--- src/rtl/core/plce_pkg.sv ---
package plce_pkg;

	// Default list depth
	localparam int CAPACITY_DEF = 64;

	// Request codes
	localparam logic [2:0] REQ_INS_HEAD = 3'd0;
	localparam logic [2:0] REQ_INS_TAIL = 3'd1;
	localparam logic [2:0] REQ_INS_AT   = 3'd2;
	localparam logic [2:0] REQ_REM_HEAD = 3'd3;
	localparam logic [2:0] REQ_REM_TAIL = 3'd4;
	localparam logic [2:0] REQ_REM_AT   = 3'd5;
	localparam logic [2:0] REQ_READ_AT  = 3'd6;
	localparam logic [2:0] REQ_SIZE     = 3'd7;

	// Status codes
	localparam logic [1:0] ST_OK   = 2'd0;
	localparam logic [1:0] ST_FAIL = 2'd1;
	localparam logic [1:0] ST_FULL = 2'd2;

	typedef struct packed {
		logic [2:0] req_type;
		logic [7:0] position;
		logic [7:0] value;
	} plce_req_t;

	typedef struct packed {
		logic [1:0] status;
		logic [7:0] read_value;
		logic [6:0] item_count;
	} plce_rsp_t;

	typedef enum logic [3:0] {
		S_IDLE,
		S_CHECK,
		S_INS_RD,
		S_INS_WR,
		S_INS_PUT,
		S_TAKE_RD,
		S_TAKE_CAP,
		S_REM_RD,
		S_REM_WR,
		S_FIN
	} plce_state_t;

	typedef enum logic [1:0] {
		K_INS,
		K_REM,
		K_READ,
		K_SIZE
	} plce_kind_t;

	// Read address source
	typedef enum logic [1:0] {
		RA_PREV,
		RA_IDX,
		RA_NEXT
	} plce_raddr_t;

	// Controller -> datapath
	typedef struct packed {
		logic        load_req;
		logic        check;
		logic        rd_en;
		plce_raddr_t rd_sel;
		logic        wr_move;
		logic        wr_val;
		logic        ptr_dec;
		logic        ptr_inc;
		logic        cap_rd;
		logic        cnt_inc;
		logic        cnt_dec;
		logic        out_load;
	} plce_cmd_t;

	// Datapath -> controller
	typedef struct packed {
		plce_kind_t kind;
		logic       bad;
		logic       ins_direct;
		logic       ins_last;
		logic       rem_done_cap;
		logic       rem_done_wr;
		logic       out_busy;
	} plce_sts_t;

endpackage

--- src/rtl/core/positional_char_list_engine.sv ---
// Channel   Dir  Handshake             Beat
// req       in   req_valid/req_stall   req_type, position, value
// rsp       out  rsp_valid/rsp_stall   status, read_value, item_count
//
// One request at a time. A size or failed request goes from the check to the result;
// a read visits the store; insert and remove shift m elements (up to CAPACITY-1).
// The shift walks the one-read, one-write store one element per read/write pair.
// Reset clears the element count and the control; store contents need no clearing.
// A result held by rsp_stall stays in its register; the next request is taken
// and worked on meanwhile, and waits to finish until that register frees up.
module positional_char_list_engine #(
	parameter int CAPACITY = plce_pkg::CAPACITY_DEF
) (
	input  logic                clk,
	input  logic                arst_n,
	input  logic                req_valid,
	output logic                req_stall,
	input  plce_pkg::plce_req_t req,
	output logic                rsp_valid,
	input  logic                rsp_stall,
	output plce_pkg::plce_rsp_t rsp
);

	import plce_pkg::*;

	plce_cmd_t cmd;
	plce_sts_t sts;

	plce_ctrl u_ctrl (
		.clk       (clk),
		.arst_n    (arst_n),
		.req_valid (req_valid),
		.req_stall (req_stall),
		.sts       (sts),
		.cmd       (cmd)
	);

	plce_dp #(
		.CAPACITY (CAPACITY)
	) u_dp (
		.clk       (clk),
		.arst_n    (arst_n),
		.req       (req),
		.cmd       (cmd),
		.sts       (sts),
		.rsp_valid (rsp_valid),
		.rsp_stall (rsp_stall),
		.rsp       (rsp)
	);

endmodule

--- src/rtl/core/plce_ram.sv ---
module plce_ram #(
	parameter int WIDTH = 8,
	parameter int DEPTH = 64,
	localparam int AW = (DEPTH > 1) ? $clog2(DEPTH) : 1
) (
	input  logic             clk,
	input  logic             we,
	input  logic [AW-1:0]    waddr,
	input  logic [WIDTH-1:0] wdata,
	input  logic             re,
	input  logic [AW-1:0]    raddr,
	output logic [WIDTH-1:0] rdata
);

	logic [WIDTH-1:0] mem_q [DEPTH];
	logic [WIDTH-1:0] rdata_q;

	// One write port, one registered read port
	always_ff @(posedge clk) begin
		if (we) begin
			mem_q[waddr] <= wdata;
		end
		if (re) begin
			rdata_q <= mem_q[raddr];
		end
	end

	assign rdata = rdata_q;

endmodule

--- src/rtl/core/plce_ctrl.sv ---
module plce_ctrl (
	input  logic                clk,
	input  logic                arst_n,
	input  logic                req_valid,
	output logic                req_stall,
	input  plce_pkg::plce_sts_t sts,
	output plce_pkg::plce_cmd_t cmd
);

	import plce_pkg::*;

	plce_state_t state_q;
	plce_state_t state_d;

	always_ff @(posedge clk or negedge arst_n) begin
		if (!arst_n) begin
			state_q <= S_IDLE;
		end else begin
			state_q <= state_d;
		end
	end

	// Next state
	always_comb begin
		state_d = state_q;
		unique case (state_q)
			S_IDLE: begin
				if (req_valid) state_d = S_CHECK;
			end
			S_CHECK: begin
				if (sts.bad || sts.kind == K_SIZE) begin
					state_d = S_FIN;
				end else if (sts.kind == K_INS) begin
					state_d = sts.ins_direct ? S_INS_PUT : S_INS_RD;
				end else begin
					state_d = S_TAKE_RD;
				end
			end
			S_INS_RD:   state_d = S_INS_WR;
			S_INS_WR: begin
				state_d = sts.ins_last ? S_INS_PUT : S_INS_RD;
			end
			S_INS_PUT:  state_d = S_FIN;
			S_TAKE_RD:  state_d = S_TAKE_CAP;
			S_TAKE_CAP: begin
				if (sts.kind == K_READ || sts.rem_done_cap) state_d = S_FIN;
				else state_d = S_REM_RD;
			end
			S_REM_RD:   state_d = S_REM_WR;
			S_REM_WR: begin
				state_d = sts.rem_done_wr ? S_FIN : S_REM_RD;
			end
			S_FIN: begin
				if (!sts.out_busy) state_d = S_IDLE;
			end
			default:    state_d = S_IDLE;
		endcase
	end

	// Commands
	always_comb begin
		cmd        = '0;
		cmd.rd_sel = RA_IDX;
		req_stall  = 1'b1;
		unique case (state_q)
			S_IDLE: begin
				req_stall    = 1'b0;
				cmd.load_req = req_valid;
			end
			S_CHECK: begin
				cmd.check = 1'b1;
			end
			S_INS_RD: begin
				cmd.rd_en  = 1'b1;
				cmd.rd_sel = RA_PREV;
			end
			S_INS_WR: begin
				cmd.wr_move = 1'b1;
				cmd.ptr_dec = 1'b1;
			end
			S_INS_PUT: begin
				cmd.wr_val  = 1'b1;
				cmd.cnt_inc = 1'b1;
			end
			S_TAKE_RD: begin
				cmd.rd_en  = 1'b1;
				cmd.rd_sel = RA_IDX;
			end
			S_TAKE_CAP: begin
				cmd.cap_rd  = 1'b1;
				cmd.cnt_dec = (sts.kind == K_REM) && sts.rem_done_cap;
			end
			S_REM_RD: begin
				cmd.rd_en  = 1'b1;
				cmd.rd_sel = RA_NEXT;
			end
			S_REM_WR: begin
				cmd.wr_move = 1'b1;
				cmd.ptr_inc = 1'b1;
				cmd.cnt_dec = sts.rem_done_wr;
			end
			S_FIN: begin
				cmd.out_load = !sts.out_busy;
			end
			default: begin
				req_stall = 1'b1;
			end
		endcase
	end

endmodule

--- src/rtl/core/plce_dp.sv ---
module plce_dp #(
	parameter int CAPACITY = plce_pkg::CAPACITY_DEF
) (
	input  logic                clk,
	input  logic                arst_n,
	input  plce_pkg::plce_req_t req,
	input  plce_pkg::plce_cmd_t cmd,
	output plce_pkg::plce_sts_t sts,
	output logic                rsp_valid,
	input  logic                rsp_stall,
	output plce_pkg::plce_rsp_t rsp
);

	import plce_pkg::*;

	localparam int AW   = $clog2(CAPACITY);
	localparam int CW   = $clog2(CAPACITY + 1);
	localparam int CMPW = ((CW > 8) ? CW : 8) + 1;

	plce_req_t req_q;
	plce_rsp_t rsp_q;
	logic      rsp_valid_q;

	logic [CW-1:0] count_q;
	logic [AW-1:0] idx_q;
	logic [AW-1:0] ptr_q;
	logic [1:0]    status_q;
	logic [7:0]    rd_q;

	logic [CMPW-1:0] cnt_x;
	logic [CMPW-1:0] pos_x;
	logic [CMPW-1:0] tgt_x;
	logic [CMPW-1:0] tgt_idx;
	logic [1:0]      chk_status;
	plce_kind_t      kind;

	logic [AW-1:0] raddr;
	logic [7:0]    rdata;
	logic [7:0]    wdata;

	assign cnt_x   = CMPW'(count_q);
	assign pos_x   = CMPW'(req_q.position);
	assign tgt_idx = tgt_x - CMPW'(1);

	// Request decode: kind and one-based target position
	always_comb begin
		case (req_q.req_type) inside
			REQ_INS_HEAD, REQ_INS_TAIL, REQ_INS_AT: kind = K_INS;
			REQ_REM_HEAD, REQ_REM_TAIL, REQ_REM_AT: kind = K_REM;
			REQ_READ_AT:                            kind = K_READ;
			default:                                kind = K_SIZE;
		endcase
		case (req_q.req_type) inside
			REQ_INS_HEAD, REQ_REM_HEAD: tgt_x = CMPW'(1);
			REQ_INS_TAIL:               tgt_x = cnt_x + CMPW'(1);
			REQ_REM_TAIL:               tgt_x = cnt_x;
			default:                    tgt_x = pos_x;
		endcase
	end

	// Bound and capacity check
	always_comb begin
		chk_status = ST_OK;
		case (kind)
			K_INS: begin
				if (tgt_x == '0 || tgt_x > cnt_x + CMPW'(1)) chk_status = ST_FAIL;
				else if (cnt_x >= CMPW'(CAPACITY)) chk_status = ST_FULL;
			end
			K_REM, K_READ: begin
				if (cnt_x == '0 || tgt_x == '0 || tgt_x > cnt_x) chk_status = ST_FAIL;
			end
			default: chk_status = ST_OK;
		endcase
	end

	// Status toward the controller
	always_comb begin
		sts.kind         = kind;
		sts.bad          = (chk_status != ST_OK);
		sts.ins_direct   = (tgt_x == cnt_x + CMPW'(1));
		sts.ins_last     = ((ptr_q - AW'(1)) == idx_q);
		sts.rem_done_cap = (CMPW'(ptr_q) + CMPW'(1) >= cnt_x);
		sts.rem_done_wr  = (CMPW'(ptr_q) + CMPW'(2) >= cnt_x);
		sts.out_busy     = rsp_valid_q && rsp_stall;
	end

	// Read address select
	always_comb begin
		case (cmd.rd_sel)
			RA_PREV: raddr = ptr_q - AW'(1);
			RA_NEXT: raddr = ptr_q + AW'(1);
			default: raddr = idx_q;
		endcase
	end

	// Writes always land at the walk pointer
	assign wdata = cmd.wr_val ? req_q.value : rdata;

	plce_ram #(
		.WIDTH (8),
		.DEPTH (CAPACITY)
	) u_store (
		.clk   (clk),
		.we    (cmd.wr_move || cmd.wr_val),
		.waddr (ptr_q),
		.wdata (wdata),
		.re    (cmd.rd_en),
		.raddr (raddr),
		.rdata (rdata)
	);

	// Request, target, walk pointer, captured read and result fields
	always_ff @(posedge clk) begin
		if (cmd.load_req) begin
			req_q <= req;
			rd_q  <= '0;
		end
		if (cmd.check) begin
			status_q <= chk_status;
			idx_q    <= tgt_idx[AW-1:0];
			ptr_q    <= (kind == K_INS) ? AW'(count_q) : tgt_idx[AW-1:0];
		end else if (cmd.ptr_dec) begin
			ptr_q <= ptr_q - AW'(1);
		end else if (cmd.ptr_inc) begin
			ptr_q <= ptr_q + AW'(1);
		end
		if (cmd.cap_rd) begin
			rd_q <= rdata;
		end
		if (cmd.out_load) begin
			rsp_q.status     <= status_q;
			rsp_q.read_value <= rd_q;
			rsp_q.item_count <= 7'(count_q);
		end
	end

	// Element count
	always_ff @(posedge clk or negedge arst_n) begin
		if (!arst_n) begin
			count_q <= '0;
		end else if (cmd.cnt_inc) begin
			count_q <= count_q + CW'(1);
		end else if (cmd.cnt_dec) begin
			count_q <= count_q - CW'(1);
		end
	end

	// Result register
	always_ff @(posedge clk or negedge arst_n) begin
		if (!arst_n) begin
			rsp_valid_q <= 1'b0;
		end else if (cmd.out_load) begin
			rsp_valid_q <= 1'b1;
		end else if (!rsp_stall) begin
			rsp_valid_q <= 1'b0;
		end
	end

	assign rsp_valid = rsp_valid_q;
	assign rsp       = rsp_q;

`ifndef SYNTHESIS
	a_count_bound: assert property (@(posedge clk) disable iff (!arst_n)
		count_q <= CW'(CAPACITY))
		else $error("element count above capacity");

	a_put_at_target: assert property (@(posedge clk) disable iff (!arst_n)
		cmd.cnt_inc |-> (ptr_q == idx_q))
		else $error("insert write not at target slot");

	a_no_overwrite: assert property (@(posedge clk) disable iff (!arst_n)
		cmd.out_load |-> !(rsp_valid_q && rsp_stall))
		else $error("result overwritten while stalled");

	a_inc_dec_excl: assert property (@(posedge clk) disable iff (!arst_n)
		!(cmd.cnt_inc && cmd.cnt_dec))
		else $error("count grown and shrunk together");
`endif

endmodule

--- config.mk ---
export PLATFORM = sky130hd
export DESIGN_NAME = positional_char_list_engine
export DESIGN_NICKNAME = d
export VERILOG_FILES = /design/src/rtl/core/plce_pkg.sv /design/src/rtl/core/positional_char_list_engine.sv /design/src/rtl/core/plce_ram.sv /design/src/rtl/core/plce_ctrl.sv /design/src/rtl/core/plce_dp.sv
export SDC_FILE = /design/constraint.sdc
export NUM_CORES = 1
export LEC_CHECK = 0
export BUFFER_PORTS_ARGS = -buffer_cell sky130_fd_sc_hd__buf_2
export CAP_MARGIN = 25
export CORE_MARGIN = 2
export CORE_UTILIZATION = 65
export DETAILED_ROUTE_END_ITERATION = 12
export PLACE_DENSITY = 0.9
export SYNTH_ARGS = -nofsm -noshare
export SYNTH_HDL_FRONTEND = slang
export SYNTH_HIERARCHICAL = 1
export SYNTH_SLANG_ARGS = --single-unit
--- constraint.sdc ---
create_clock -name clk -period 7.02 [get_ports clk]
set_input_delay 1.404 -clock clk [delete_from_list [all_inputs] [get_ports clk]]
set_output_delay 1.404 -clock clk [all_outputs]
set_load 0.1 [all_outputs]
# Word level (Yosys, flattened, before mapping)

Memory sizes are Yosys's and may differ from the RTL's. A register that Yosys moved wholly into a read port is not among the register bits.
Index checks and enable logic that the tools add are counted.

Register bits: 70
RAM bits: 512
Input bits: 23
Output and inout bits: 19
Logic and storage cells: 120
Memories kept: 1

Add/subtract/negate cells: 8
$lt $le $gt $ge: 5
Equal/unequal tests: 24
Mux-type cells: 44
Reductions and logical operators: 25

Memories:

| name               | depth | width | rd ports | clocked after memory_dff | write ports | line           | text |
|---|---|---|---|---|---|---|---|
| u_dp.u_store.mem_q | 64    | 8     | 1        | 1                        | 1           | plce_ram.sv:15 | `logic [WIDTH-1:0] mem_q [DEPTH];` |

Operators with widths:

| operator                                                              | count |
|---|---|
| 4-bit one-hot mux with 10 select lines                                | 1 |
| 8-bit 2-to-1 mux                                                      | 4 |
| 4-bit 2-to-1 mux                                                      | 6 |
| 6-bit 2-to-1 mux                                                      | 4 |
| 9-bit by 7-bit >= comparator with 1-bit output                        | 2 |
| 9-bit logical NOT                                                     | 2 |
| 9-bit 2-to-1 mux                                                      | 2 |
| 4-bit by 3-bit equality test with 1-bit output, second input constant | 4 |
| 1-bit 2-to-1 mux                                                      | 15 |
| 7-bit 2-to-1 mux                                                      | 2 |
| 6-bit one-hot mux with 2 select lines                                 | 1 |
| 6-bit by 1-bit subtractor with 6-bit output, second input constant    | 2 |
| 3-bit equality test, second input constant                            | 3 |
| 9-bit by 8-bit equality test with 1-bit output                        | 1 |
| 9-bit by 7-bit > comparator with 1-bit output                         | 1 |
| 9-bit by 8-bit > comparator with 1-bit output                         | 1 |
| 3-bit one-hot mux with 3 select lines                                 | 1 |
| 7-bit by 1-bit adder with 8-bit output, second input constant         | 1 |
| 4-bit by 2-bit equality test with 1-bit output, second input constant | 2 |
| 4-bit equality test, second input constant                            | 2 |
| 2-bit 2-to-1 mux                                                      | 4 |
| 6-bit by 1-bit adder with 7-bit output, second input constant         | 1 |
| 6-bit by 2-bit adder with 7-bit output, second input constant         | 1 |
| 7-bit by 1-bit adder with 7-bit output, second input constant         | 1 |
| 25 further kinds                                                      | 42 |

# Longest topological paths before layout

Gate-level depths: netlist of run 1.

Depth in word-level cells: 13
Mapped depth: 16
Gate-level depth less buffers: 15

# Modules after synthesis

Netlist of run 1, hierarchy kept.

By module, submodules not included:

| module    | instances | cells each | area each (um2) | sequential area each (um2) |
|---|---|---|---|---|
| plce_ram  | 1         | 940        | 20246.9         | 15615.0 |
| plce_dp   | 1         | 393        | 4364.2          | 1941.9 |
| plce_ctrl | 1         | 62         | 467.9           | 100.1 |

# Least setup slack after synthesis of run 1

OpenSTA, ideal clock, no wires.

Kind: reg2reg
Start: reg u_dp.count_q[0]
End: reg u_ctrl.state_q[1]
Library setup time: 0.104 ns
Arrival: 3.468 ns
Setup slack: 3.449 ns
Cell stages (with the launch flop): 16
Path buffers: 1
Clock period less this slack: 3.571 ns
Path through: dfrtp_1 > clkbuf_1 > inv_1 > ha_1 > a222oi_1 > inv_1 > ha_1 > nor2b_1 > o21ai_0 > a21oi_1 > o41ai_1 > or3b_2 > o2111ai_1 > nor3_1 > a22oi_1 > o311ai_1

RTL lines:

| element                  | line            | text |
|---|---|---|
| start: declaration       | plce_dp.sv:24   | `logic [CW-1:0] count_q;` |
| start signal: assignment | plce_dp.sv:142  | `count_q <= count_q + CW'(1);` |
| start signal: assignment | plce_dp.sv:144  | `count_q <= count_q - CW'(1);` |
| end signal: assignment   | plce_ctrl.sv:19 | `state_q <= state_d;` |
| end: declaration         | plce_ctrl.sv:12 | `plce_state_t state_q;` |

# Worst setup path after layout of run 1

Start: reg u_dp.ptr_q[2]
End: reg u_dp.u_store.rdata_q[6], in the netlist u_dp/u_store/rdata[6], read port of u_dp.u_store.mem_q, data pin

Cells in the longest elaborated chain, start to end: 2
Elaborated cells between the ends (all ways): 3
Classes of those cells: add/sub (2); mux (1)

Ends and longest elaborated chain:

| element                                                                                                      | line                         | text |
|---|---|---|
| start: declaration                                                                                           | plce_dp.sv:26                | `logic [AW-1:0] ptr_q;` |
| start signal: assignment                                                                                     | plce_dp.sv:121               | `ptr_q <= (kind == K_INS) ? AW'(count_q) : tgt_idx[AW-1:0];` |
| start signal: assignment                                                                                     | plce_dp.sv:123               | `ptr_q <= ptr_q - AW'(1);` |
| start signal: assignment                                                                                     | plce_dp.sv:125               | `ptr_q <= ptr_q + AW'(1);` |
| 6-bit by 1-bit adder with 6-bit output / 6-bit by 1-bit subtractor with 6-bit output (equally long branches) | plce_dp.sv:91, plce_dp.sv:90 |  |
| 6-bit one-hot mux with 2 select lines (*)                                                                    | plce_dp.sv:89                | `case (cmd.rd_sel)` |
| named net u_dp.raddr[3]                                                                                      | plce_dp.sv:37                | `logic [AW-1:0] raddr;` |
| end: declaration                                                                                             | plce_ram.sv:16               | `logic [WIDTH-1:0] rdata_q;` |

The timed path passes the listed nets; every way through them passes the cells marked *.
A chain may end at the register's enable or synchronous reset.

==> impl_results.md, run 1 <==
* Top post-synthesis cells by area: edfxtp_1 (69%), mux4_2 (11%), ha_1 (2.2%)
* Setup crit start: u_dp/ptr_q[2]$_DFFE_PP_
* Most common cell in the netlist: edfxtp_1
* Final min period at 4.95 ns
* Worst r2r src: u_dp/ptr_q[2]$_DFFE_PP_
* Initial Util at 0.663
* Pin count of the biggest net entering global routing at 65
* Grt ovf at 0
* Cell variety after synth at 73
* Synth Instances at 1395
* Via density per instance at 7.22
* First-pass GRT wire length at 93900 um
* Post-synth ARST share at 0.0203
* Crit path max fanout at 46
* I/O pin count at 42
* Hold Startpoint: u_dp/status_q[1]$_DFFE_PP_
* CTS Buf Count at 55
* Post-synthesis average cell area at 18.0 um2
* Run status: finished, final reports clean
* Worst Path Buf+Inv at 2
* Synthesis-to-layout area growth at 10.8%
* Setup tns final at 0 ns
* DR pass1 iterations at 6
* Clk_skew at 0.0433 ns
* Vias in the first global route at 14400
* Crit end category: flop
* Commonest cells in the netlist: edfxtp_1 (578), mux4_2 (126), nor2_1 (104)
* Drt drc at 0
* Yosys warning total at 6
* Vias at 14500
* Layout cell share with drive strength beyond 1 at 0.220
* Design area at 0.0278 mm2
* Relative slew slack at 0.306
* WS Path Type: reg2reg
* Final Cycle Share at 0.705
* Pwr Density at 489 mW/mm2
* Global placer's final weighted congestion at 0.904
* CP Launch Type: flop
* Clock Pin Slew Worst Setup and Hold Paths at 0.07 ns
* Post-cts sizing count at 0
* Worst VDD drop at 0.272 mV
* Hold-fix buffers at CTS at 0
* Syn nets at 1464
* F_max at 202 MHz
* CTS tree: built
* LEAKAGE at 9.12 nW
* Met3 Routed Length at 7440 um
* Met2 wire length at 30700 um
* Cell Rows at 71
* Worst slack at placement at 2.38 ns
* Top Metal Used: met5
* Post-synth top area share at 0.692
* Clk buf depth at 3
* Drt wl/cell at 31.6 um
* Delay-heaviest family, CP: compound AO/OA/AOI/OAI gates
* Die Span Y at 200 um
* Largest stage delay, worst path at 0.82 ns
* ANT nets after route at 0
* Die ar. at 0.0402 mm2
* Max-Cap Viols at 0
* Core ar. at 0.0378 mm2
* Routed wire length at 63400 um
* Seq/Total Area, Yosys at 0.704
* Dpl cell area at 0.0258 mm2
* Tot GR Track Use at 0.318
* Latest clock arrival within the worst-skew pair at 0.63 ns
* Leading area contributor after synthesis: edfxtp_1
* Worst Max-Slew Pin Slew at 1.04 ns
* CP max-delay cell: edfxtp_1
* Die Width at 200 um
* CP cell instances: inv_1 -> ha_1 -> a21boi_0 -> xor2_1 -> mux2i_1 -> o21ai_4 -> buf_4 -> nand2b_1 -> a211oi_1 -> nor4_1 -> nor3_1 -> o32ai_1
* H-tree depth at 2
* Initial antenna violation count at 2
* DP HPWL at 36100 um
* RSZ-0062 raised after global routing: false
* Hold Path Class: reg2reg
* Setup ws final at 2.07 ns
* Post-synth EDFFs at 578
* Root Driver: clkbuf_16
* Final Hold Fails at 0
* Worst path required time at 7.39 ns
* M1 WL at 22100 um
* Max-slew violations at 0
* Buffers on Ports at 41
* Final Core Density at 0.734
* Synthesized flop and latch total at 590
* CP arrival at 5.32 ns
* Final setup fails at 0
* # Post-CTS Setup Buffers at 0
* CTS sink count at 590
* Post-synth top flop: edfxtp_1
* Layout Nets at 1521
* Mapped Area at 0.0251 mm2
* Initial drt markers at 2469
## where the power goes
part / internal, mW / leakage (nW) / switching (mW) / total, mW
clock: 1.72 / 0.892 / 1.31 / 3.03
sequential: 4.70 / 5.37 / 0.312 / 5.01
combinational: 2.09 / 2.86 / 3.47 / 5.56
total: 8.50 / 9.12 / 5.10 / 13.6
## sequential cells by signal (all words and copies together) (netlist names)
register / flops
u_dp/u_store/mem_q: 512
u_dp/count_q: 7
u_dp/req_q: 11
u_dp/pos_x: 8
u_dp/rsp: 17
u_dp/ptr_q: 6
u_dp/idx_q: 6
u_ctrl/state_q: 4
u_dp/status_q: 2
u_dp/rsp_valid: 1
u_dp/u_store/rdata: 8
u_dp/rd_q: 8
## logic make-up (layout without fill, tap and decap cells)
logic type / after synthesis / in the layout / share of synthesized area
AOI/OAI and AO/OA: 149 / 149 / 0.0428
buffers and inverters: 100 / 201 / 0.0215
adders and majority gates: 46 / 46 / 0.0232
other: 0 / 1 / 0
and+or+nand+nor: 295 / 295 / 0.0603
muxes: 179 / 179 / 0.136
DFF: 590 / 590 / 0.704
xor gates and xnor gates: 36 / 36 / 0.0126
## cells in the final DEF, fill, tap and decap left out, drive strengths merged, types with 11 or more instances in the layout
cell and instances:
mux4 126, o21ai 27, nand3 25, nand2b 13, edfxtp 578, nor3 14, nand2 48, xnor2 24
clkbuf 65, clkinv 28, mux2 23, nor2b 23, nor2 104, a21oi 25, xor2 12, ha 45
and2 13, mux2i 30, buf 71, inv 28, dfrtp 12, nand4 11
## final timing paths
check                      slack, ns  cells past startpoint                              end
min reg2reg                     0.43                      0           u_dp/rsp[16]$_DFFE_PP_
max                             2.07                     12  u_dp/u_store/rdata[6]$_DFFE_PP_
min in group asynchronous       0.67                      1      u_dp/count_q[2]$_DFFE_PN0P_
max in group asynchronous       6.12                      1       u_dp/rsp_valid$_DFFE_PN0P_
max reg2reg                     2.07                     12  u_dp/u_store/rdata[6]$_DFFE_PP_
min                             0.43                      0           u_dp/rsp[16]$_DFFE_PP_
## routing by layer
layer / GRT usage / up-vias
li1: - / 5721
met3: 0.0836 / 251
met5: 0 / -
met1: 0.419 / 7263
met2: 0.513 / 1265
met4: 0.130 / 2
## metrics by stage
step / cells / power (mW) / hold slack [ns]
2_1_floorplan: 1395 / 8.65 / 0.400
3_3_place_gp: 1890 / 9.84 / 0.400
3_5_place_dp: 1895 / 10.2 / 0.405
4_1_cts: 1996 / 13.4 / 0.430
5_1_grt: 2007 / 14.0 / 0.434
6_report: 2008 / 13.6 / 0.430
## cell type report
class                           instances  area [um2]
Multi-Input combinational cell        705        6960
Inverter                               28         105
Tap cell                              511         639
Clock buffer                           64        1430
Timing Repair Buffer                   72         603
Sequential cell                       590       17700
Fill cell                            1961       10100
Clock inverter                         37         390
Antenna cell                            1        2.50
No activity file was read; power rests on OpenSTA's default activity.
==> inputs of run 2 (changes only) <==
--- a/config.mk
+++ b/config.mk
@@ -8,9 +8,9 @@
 export BUFFER_PORTS_ARGS = -buffer_cell sky130_fd_sc_hd__buf_2
 export CAP_MARGIN = 25
 export CORE_MARGIN = 2
-export CORE_UTILIZATION = 65
+export CORE_UTILIZATION = 63
 export DETAILED_ROUTE_END_ITERATION = 12
-export PLACE_DENSITY = 0.9
+export PLACE_DENSITY = 0.88
 export SYNTH_ARGS = -nofsm -noshare
 export SYNTH_HDL_FRONTEND = slang
 export SYNTH_HIERARCHICAL = 1
==> constraint.sdc (replaced) <==
create_clock -name clk -period 4.8 [get_ports clk]
set_input_delay 0.96 -clock clk [delete_from_list [all_inputs] [get_ports clk]]
set_output_delay 0.96 -clock clk [all_outputs]
set_load 0.1 [all_outputs]
==> run 2 against run 1 <==
  * Cell count grew 1.4%
  * Non-clock buffer count grew 15
  * Clock-buffer cell count unchanged
  * Sequential share of layout area is 0.33 points lower
  * Largest cell class unchanged
  * Design area is 0.53% higher
  * Critical path type unchanged
  * Via count down 1.1%
==> impl_results.md, run 2 (synthesis gave the netlist of run 1 again) <==
* H-tree depth at 2 (unchanged)
* Final Power at 20.1 mW (was 13.6 mW)
* Buffers on Ports at 41 (unchanged)
* Worst path required time at 5.14 ns (was 7.39 ns)
* DR pass1 iterations at 6 (unchanged)
* Clock Pin Slew Worst Setup and Hold Paths at 0.07 ns (about the same)
* RSZ-0062 raised after global routing: false (unchanged)
* Tot GR Track Use at 0.315 (was 0.318)
* Worst Path Buf+Inv at 2 (unchanged)
* F_max at 221 MHz (was 202 MHz)
* Die Width at 204 um (was 200 um)
* Clock network fraction of design power at 0.221 (was 0.223)
* Commonest non-fill, non-tap cell in the layout: edfxtp_1 (unchanged)
* Grt ovf at 0 (unchanged)
* Commonest non-fill, non-tap cells in the layout: edfxtp_1 (578), mux4_2 (126), nor2_1 (104), clkbuf_16 (55), nand2_1 (48) (unchanged)
* Cell Rows at 73 (was 71)
* Layout Nets at 1536 (was 1521)
* Core ar. at 0.0395 mm2 (was 0.0378 mm2)
* Crit end category: flop (unchanged)
* Die ar. at 0.0414 mm2 (was 0.0402 mm2)
* Worst Max-Slew Pin Slew at 1.16 ns (was 1.04 ns)
* Vias in the first global route at 14400 (about the same)
* Reg power frac at 0.361 (was 0.368)
* Crit path max fanout at 23 (was 46)
* CTS sink count at 590 (unchanged)
* Hold-fix buffers at CTS at 0 (unchanged)
* Hold Path Class: in2async (was reg2reg)
* Post-Place Cells at 1933 (was 1895)
* Vias at 14300 (was 14500)
* CP arrival at 4.87 ns (was 5.32 ns)
* Global placer's final weighted congestion at 0.902 (was 0.904)
* Run status: finished, final reports clean (unchanged)
* Worst VDD drop at 0.392 mV (was 0.272 mV)
* Setup tns final at 0 ns (unchanged)
* Via density per instance at 7.04 (was 7.22)
* Clk_skew at 0.0488 ns (was 0.0433 ns)
* Max-slew violations at 0 (unchanged)
* GR met2 Demand/Resource at 0.508 (was 0.513)
* Gr busiest metal: met2 (unchanged)
* Initial Util at 0.634 (was 0.663)
* Largest register FFs at 512 (unchanged)
* Root Driver: clkbuf_16 (unchanged)
* Largest Register: u_dp/u_store/mem_q (unchanged)
* Pin count of the biggest net entering global routing at 49 (was 65)
* # Post-CTS Setup Buffers at 0 (unchanged)
* ANT nets after route at 0 (unchanged)
* First-pass GRT wire length at 94200 um (was 93900 um)
* Max-Cap Viols at 0 (unchanged)
* DP HPWL at 37400 um (was 36100 um)
* Routed wire length at 63900 um (was 63400 um)
* Final Cycle Share at 0.944 (was 0.705)
* Die Span Y at 204 um (was 200 um)
* CP cell instances: nor2b_1 -> and3_1 -> mux2i_1 -> xnor2_1 -> o21ai_4 -> buf_4 -> buf_4 -> nor2b_1 -> a2111oi_0 -> o41ai_1 (was inv_1 -> ha_1 -> a21boi_0 -> xor2_1 -> mux2i_1 -> o21ai_4 -> buf_4 -> nand2b_1 -> a211oi_1 -> nor4_1 -> nor3_1 -> o32ai_1)
* NetSw at 7.54 mW (was 5.10 mW)
* Drt wl/cell at 31.4 um (was 31.6 um)
* Pwr Density at 719 mW/mm2 (was 489 mW/mm2)
* Final setup fails at 0 (unchanged)
* Combinational fraction of design power at 0.418 (was 0.409)
* Final Hold Fails at 0 (unchanged)
* Int Power at 12.5 mW (was 8.50 mW)
* M3 GR Usage at 0.0780 (was 0.0836)
* Clk buf depth at 3 (unchanged)
* Initial drt markers at 2109 (was 2469)
* Final min period at 4.53 ns (was 4.95 ns)
* Synthesis-to-layout area growth at 11.4% (was 10.8%)
* Drt drc at 0 (unchanged)
* CTS Buf Count at 55 (unchanged)
* Switching part of the total at 0.376 (was 0.375)
* Initial antenna violation count at 1 (was 2)
* I/O pin count at 42 (unchanged)
* CP Launch Type: flop (unchanged)
* CTS tree: built (unchanged)
* Non-filler instance count after layout at 2037 (was 2008)
* Latest clock arrival within the worst-skew pair at 0.65 ns (was 0.63 ns)
* Post-cts sizing count at 0 (unchanged)
* CP max-delay cell: o21ai_4 (was edfxtp_1)
* LEAKAGE at 9.19 nW (was 9.12 nW)
* Layout cell share with drive strength beyond 1 at 0.228 (was 0.220)
* Global routing usage on met1 at 0.415 (was 0.419)
* Largest stage delay, worst path at 0.81 ns (was 0.82 ns)
* Relative slew slack at 0.221 (was 0.306)
* WS Path Type: reg2reg (unchanged)
* Delay-heaviest family, CP: compound AO/OA/AOI/OAI gates (unchanged)
[run 2: cell count changes in the layout (fill, tap and decap cells not counted)]
cell / previous run / this run
clkinv_16: 1 / 2
clkbuf_8: 3 / 0
buf_4: 18 / 33
clkinv_8: 1 / 0
inv_6: 0 / 1
buf_8: 1 / 0
clkinv_1: 12 / 9
clkinv_2: 13 / 14
clkinv_4: 1 / 2
clkbuf_1: 7 / 9
buf_12: 7 / 9
[run 2: worst register-to-register path, delay by kind of cell, from the launching register on]
kind,cells,cell delay (ns)
buffers and inverters,2,0.82
muxes,1,0.28
DFF,1,0.66
AOI/OAI and AO/OA,3,1.72
and+or+nand+nor,3,0.64
xor gates and xnor gates,1,0.14
[run 2: per-stage QoR]
step	area [um2]	setup WS (ns)	hold slack [ns]	utilization
after global placement	25900	0.715	0.402	0.656
after global routing	27900	0.141	0.253	0.706
final	27900	0.271	0.235	0.706
after CTS	27900	0.454	0.228	0.705
after detailed placement	26100	0.537	0.407	0.659
after floorplan	25100	1.23	0.400	-
[run 2: final cells by class]
type,instances,area (um2)
Multi-Input combinational cell,705,6960
Fill cell,2171,11600
Inverter,28,105
Tap cell,525,657
Clock buffer,64,1410
Clock inverter,37,415
Timing Repair Buffer,87,727
Sequential cell,590,17700
Antenna cell,1,2.50
[run 2: final timing paths]
path                       depth (start not counted)                           from                              end  slack (ns)
min in group clk                                   0     u_dp/rd_q[5]$_SDFFCE_PN0P_           u_dp/rsp[12]$_DFFE_PP_        0.42
hold / removal                                     1                         arst_n      u_dp/count_q[0]$_DFFE_PN0P_        0.23
setup / recovery                                  10  u_ctrl/state_q[2]$_DFFE_PN0P_  u_dp/u_store/rdata[3]$_DFFE_PP_        0.27
setup reg to reg                                  10  u_ctrl/state_q[2]$_DFFE_PN0P_  u_dp/u_store/rdata[3]$_DFFE_PP_        0.27
max in group asynchronous                          1                         arst_n       u_dp/rsp_valid$_DFFE_PN0P_        4.33
hold reg to reg                                    0     u_dp/rd_q[5]$_SDFFCE_PN0P_           u_dp/rsp[12]$_DFFE_PP_        0.42
[run 2: routing by layer]
layer | wire length [um] | part of all wire
met1 | 21800 | 0.34
met2 | 31200 | 0.49
met3 | 7870 | 0.12
met4 | 3010 | 0.047
met5 | 0 | 0
[run 2: power by group through the flow]
stage | clock network [mW] | logic (mW) | registers [mW]
floorplan | 0 | 5.39 | 7.26
global placement | 0 | 7.39 | 7.33
detailed placement | 0 | 7.89 | 7.33
CTS | 4.46 | 8.16 | 7.23
global route | 4.64 | 8.74 | 7.27
finish | 4.43 | 8.39 | 7.26
